### src/list_move_reorder_engine_assert.svh
// Assertion macros shared by the list reorder engine.
// Each macro expects a clock named clk and an active-low reset named arst_n in scope.
`ifndef LIST_MOVE_REORDER_ENGINE_ASSERT_SVH
`define LIST_MOVE_REORDER_ENGINE_ASSERT_SVH

// The consequent must hold in the same cycle as the antecedent.
`define LMRE_ASSERT_NOW(label, ante, cons, msg) \
	label: assert property (@(posedge clk) disable iff (!arst_n) (ante) |-> (cons)) \
		else $error(msg);

// The consequent must hold in the cycle after the antecedent.
`define LMRE_ASSERT_NEXT(label, ante, cons, msg) \
	label: assert property (@(posedge clk) disable iff (!arst_n) (ante) |=> (cons)) \
		else $error(msg);

`endif

### src/lmre_pkg.sv
// Shared types for the list reorder engine: operation codes and the
// command and status bundles between controller and datapath. No dependencies.
package lmre_pkg;

	typedef enum logic [1:0] {
		OP_FRONT = 2'd0,
		OP_BACK  = 2'd1,
		OP_AFTER = 2'd2,
		OP_READ  = 2'd3
	} lmre_op_t;

	typedef struct packed {
		logic cfg_load;
		logic sweep_step;
		logic accept;
		logic rd_list;
		logic rd_wx;
		logic rd_wy;
		logic latch_ix;
		logic plan;
		logic shift;
		logic place;
		logic finish;
	} lmre_cmd_t;

	typedef struct packed {
		logic sweep_last;
		logic err;
		logic is_read;
		logic is_after;
		logic noop;
		logic shift_done;
		logic out_free;
	} lmre_stat_t;

endpackage

### src/lmre_ctrl.sv
// Controller state machine of the list reorder engine.
// Uses lmre_pkg for the command and status bundles.
module lmre_ctrl (
	input  logic               clk,
	input  logic               arst_n,
	input  logic               in_valid,
	input  logic               cfg_wr,
	input  lmre_pkg::lmre_stat_t stat,
	output lmre_pkg::lmre_cmd_t  cmd,
	output logic               in_stall
);

	typedef enum logic [3:0] {
		ST_SWEEP,
		ST_IDLE,
		ST_DECODE,
		ST_LOCX,
		ST_LOCY,
		ST_SHIFT,
		ST_READ,
		ST_DONE
	} state_t;

	state_t state_q;
	state_t state_nxt;

	always_ff @(posedge clk or negedge arst_n) begin
		if (!arst_n) begin
			state_q <= ST_SWEEP;
		end else begin
			state_q <= state_nxt;
		end
	end

	always_comb begin
		cmd       = '0;
		state_nxt = state_q;
		in_stall  = (state_q != ST_IDLE) || cfg_wr;
		if (cfg_wr) begin
			// A register write always restarts the reload of the list.
			cmd.cfg_load = 1'b1;
			state_nxt    = ST_SWEEP;
		end else begin
			unique case (state_q)
				ST_SWEEP: begin
					cmd.sweep_step = 1'b1;
					if (stat.sweep_last) begin
						state_nxt = ST_IDLE;
					end
				end
				ST_IDLE: begin
					if (in_valid) begin
						cmd.accept = 1'b1;
						state_nxt  = ST_DECODE;
					end
				end
				ST_DECODE: begin
					if (stat.err || stat.noop) begin
						state_nxt = ST_DONE;
					end else if (stat.is_read) begin
						cmd.rd_list = 1'b1;
						state_nxt   = ST_READ;
					end else begin
						cmd.rd_wx = 1'b1;
						state_nxt = ST_LOCX;
					end
				end
				ST_LOCX: begin
					if (stat.is_after) begin
						cmd.latch_ix = 1'b1;
						cmd.rd_wy    = 1'b1;
						state_nxt    = ST_LOCY;
					end else begin
						cmd.plan  = 1'b1;
						state_nxt = ST_SHIFT;
					end
				end
				ST_LOCY: begin
					cmd.plan  = 1'b1;
					state_nxt = ST_SHIFT;
				end
				ST_SHIFT: begin
					if (stat.shift_done) begin
						cmd.place = 1'b1;
						state_nxt = ST_DONE;
					end else begin
						cmd.shift = 1'b1;
					end
				end
				ST_READ: begin
					state_nxt = ST_DONE;
				end
				ST_DONE: begin
					if (stat.out_free) begin
						cmd.finish = 1'b1;
						state_nxt  = ST_IDLE;
					end
				end
				default: begin
					state_nxt = ST_SWEEP;
				end
			endcase
		end
	end

endmodule

### config.mk
export PLATFORM = sky130hd
export DESIGN_NAME = lmre_ctrl
export DESIGN_NICKNAME = d
export VERILOG_FILES = /design/src/list_move_reorder_engine_assert.svh /design/src/lmre_pkg.sv /design/src/lmre_ctrl.sv
export SDC_FILE = /design/constraint.sdc
export NUM_CORES = 1
export LEC_CHECK = 0
export BUFFER_PORTS_ARGS = -buffer_cell sky130_fd_sc_hd__buf_2
export CORE_AREA = 3 3 42 44
export CTS_CLUSTER_DIAMETER = 100
export DETAILED_ROUTE_END_ITERATION = 6
export DIE_AREA = 0 0 45 47
export PLACE_DENSITY_LB_ADDON = 0.15
export SLEW_MARGIN = 20
export SYNTH_ARGS = -nofsm -noshare
export SYNTH_HDL_FRONTEND = slang
export SYNTH_SLANG_ARGS = --single-unit
### constraint.sdc
create_clock -name clk -period 1.7 [get_ports clk]
set_input_delay 0.34 -clock clk [delete_from_list [all_inputs] [get_ports clk]]
set_output_delay 0.34 -clock clk [all_outputs]
set_load 0.02 [all_outputs]
==> flow_summary_export.csv <==
group,metric,value,unit
placement,globalplace.congestion,0.776,
setup_path,critical_path_class,"reg -> out",
grt,grt_pass1_wl,1430,um
logic_synthesis,synth_top_cell_area_share,0.218,
timing,setup_slack,79.6,ps
pwr,p_leak,0.301,nW
routing,drtAntennaViolNets,0,
final_layout,instances_no_fill,89,
placement,dp.cells,79,
logic_synthesis,synthTopCellsByArea,"dfrtp_1, nor2_1, and3_1",
clock_network,cts_buffer_depth,2,
placement,place_ws,197,ps
clock_network,clk_pin_slew_worst_paths,40,ps
final_layout,final_core_util,0.360,
logic_synthesis,yosysSeqAreaShare,0.218,
routing,firstDrtPassIters,4,
setup_path,crit_fanout,9,
routing,finalWirelength,973,um
pwr,ir_worst_vdd,0.726,mV
timing,setup_viol,0,
timing,hold_viol,0,
setup_path,reg2reg_from,"state_q[1]$_DFFE_PN0P_",
clock_network,cts.htree.levels,1,
timing,drv_slew,0,
setup_path,critPathRequiredTime,1360,ps
hold_path,holdCritStartpoint,"stat[0]",
logic_synthesis,synth_ff_type,"dfrtp_1",
grt,grt_max_degree,12,
setup_path,r2r_cells,5,
hold_path,whs_path_depth,2,
final_layout,drive_gt1_frac,0.507,
logic_synthesis,synth_seq_cells,3,
flow_run,cap_violations,0,
grt,track_usage,0.0956,
hold_path,hold_path_class,"in -> reg",
die,die_area,2120,um2
setup_path,arrival,1280,ps
hold_path,min_to,"state_q[1]$_DFFE_PN0P_",
timing,slew_headroom,0.814,
logic_synthesis,ys_types,26,
timing,worstMarginPinSlew,276,ps
timing,min_period,1620,ps
pwr,power_density,1360,nW/um2
final_layout,reg_top3,"state_q: 3 flops",
setup_path,ff2ff_setup_slack,120,ps
grt,antenna_found_initial,0,
clock_network,cts_buffers,3,
final_layout,top_register,"state_q",
routing,drc,0,
grt,grt_pass1_vias,355,
grt,grt_overflow,0,
die,fp-row-count,14,
routing,vias,422,
final_layout,area_growth,53.8,%
setup_path,r2r_end,"state_q[0]$_DFFE_PN0P_",
timing,min_period_over_period,0.953,
logic_synthesis,synth_common_cells,"nor2_1, and3_1, dfrtp_1, nand2_1",
logic_synthesis,syn-mean-instance-area,7.48,um2
timing,clock_skew,1.22,ps
die,ios,23,
clock_network,clkSinkCount,3,
logic_synthesis,synth.cell_area,344,um2
logic_synthesis,async_reset_ff_frac,1.00,
placement,detailed_place_hpwl,717,um
logic_synthesis,yosysTopAreaCell,"dfrtp_1",
logic_synthesis,syn_inst,46,
timing,max_freq,617,MHz
final_layout,antennaDiodeCount,0,
final_layout,largest_reg_flops,3,
setup_path,cp-start-kind,"flop",
logic_synthesis,synth-edff-count,0,
logic_synthesis,syn_nets,57,
die,die_y,47,um
logic_synthesis,post-synth-top-count-cell,"nor2_1",
clock_network,clk_latency,230,ps
routing,avgRoutedWirePerCell,10.9,um
die,initial_utilization,0.234,
die,coreArea,1470,um2
pwr,finalPower,0.722,mW
die,die_x,45,um
status,status,"complete, no violations",
clock_network,clockRootBuffer,"clkbuf_4",
logic_synthesis,ys_warn_count,0,
setup_path,crit_path_end_kind,"primary output",
placement,port_buffers,22,
routing,viasPerCell,4.74,
clock_network,cts_tree,"done",
routing,drt-initial-drc-count,4,
final_layout,nets,85,
## placed cells by master (no fill, tap or decap), types with 2 or more instances in the layout
master	n
and3_1	4
buf_2	22
buf_4	4
clkbuf_4	3
dfrtp_2	3
mux2i_1	2
nand2_1	3
nand3_1	2
nor2_1	9
## worst max-delay path by stage
stage          endpoint  slack, ps                   start  cells past startpoint
5_1_grt          cmd[3]         -8  state_q[0]$_DFFE_PN0P_                      4
2_1_floorplan    cmd[9]        100  state_q[0]$_DFFE_PN0P_                      2
6_report         cmd[9]         80  state_q[0]$_DFFE_PN0P_                      3
3_3_place_gp     cmd[4]        200  state_q[0]$_DFFE_PN0P_                      3
4_1_cts          cmd[1]         30  state_q[2]$_DFFE_PN0P_                      3
3_5_place_dp     cmd[5]        200  state_q[0]$_DFFE_PN0P_                      3
## cell type report
cell class | instances | area (um2)
Inverter | 1 | 3.75
Sequential cell | 3 | 78.8
Multi-Input combinational cell | 37 | 238
Tap cell | 16 | 20.0
Timing Repair Buffer | 28 | 163
Clock buffer | 4 | 26.3
Fill cell | 179 | 942
## per-layer routing
layer | global-route usage | part of all wire | routed length, um | up-vias
met4 | 0.0351 | 0.013 | 13 | 0
met5 | 0 | 0 | 0 | -
met3 | 0.0613 | 0.11 | 107 | 2
li1 | - | - | - | 220
met1 | 0.123 | 0.47 | 458 | 179
met2 | 0.127 | 0.40 | 393 | 21
## through the flow
stage	instance area (um2)	TNS (ps)	hold WS, ps
6_report	529	0	328
5_1_grt	529	-8.38	327
4_1_cts	477	0	324
3_5_place_dp	438	0	139
3_3_place_gp	438	0	138
2_1_floorplan	344	0	44.4
## repair_timing
action,CTS,global route
setup buffers,0,5
setup endpoints to repair,4,8
hold buffers,1,0
endpoints found under the hold margin,3,0
gates resized for setup,2,4
## cells by family after synthesis
group	synth area share
flip-flops	0.218
AO/OA/AOI/OAI	0.193
buffers and inverters	0.116
multiplexers	0.0909
AND/OR/NAND/NOR	0.382
## critical path, cell delays in order (launching register included)
cell and delay (ps):
dfrtp_2 450, buf_4 150, nor4_1 240, buf_2 210
## power breakdown
group	switching (mW)	internal, mW	total [mW]	leakage [nW]
clock network	0.0377	0.0880	0.126	0.0150
registers	0.0593	0.110	0.169	0.0346
logic	0.202	0.226	0.428	0.251
total	0.299	0.423	0.722	0.301
(Power assumes the default switching activity.)
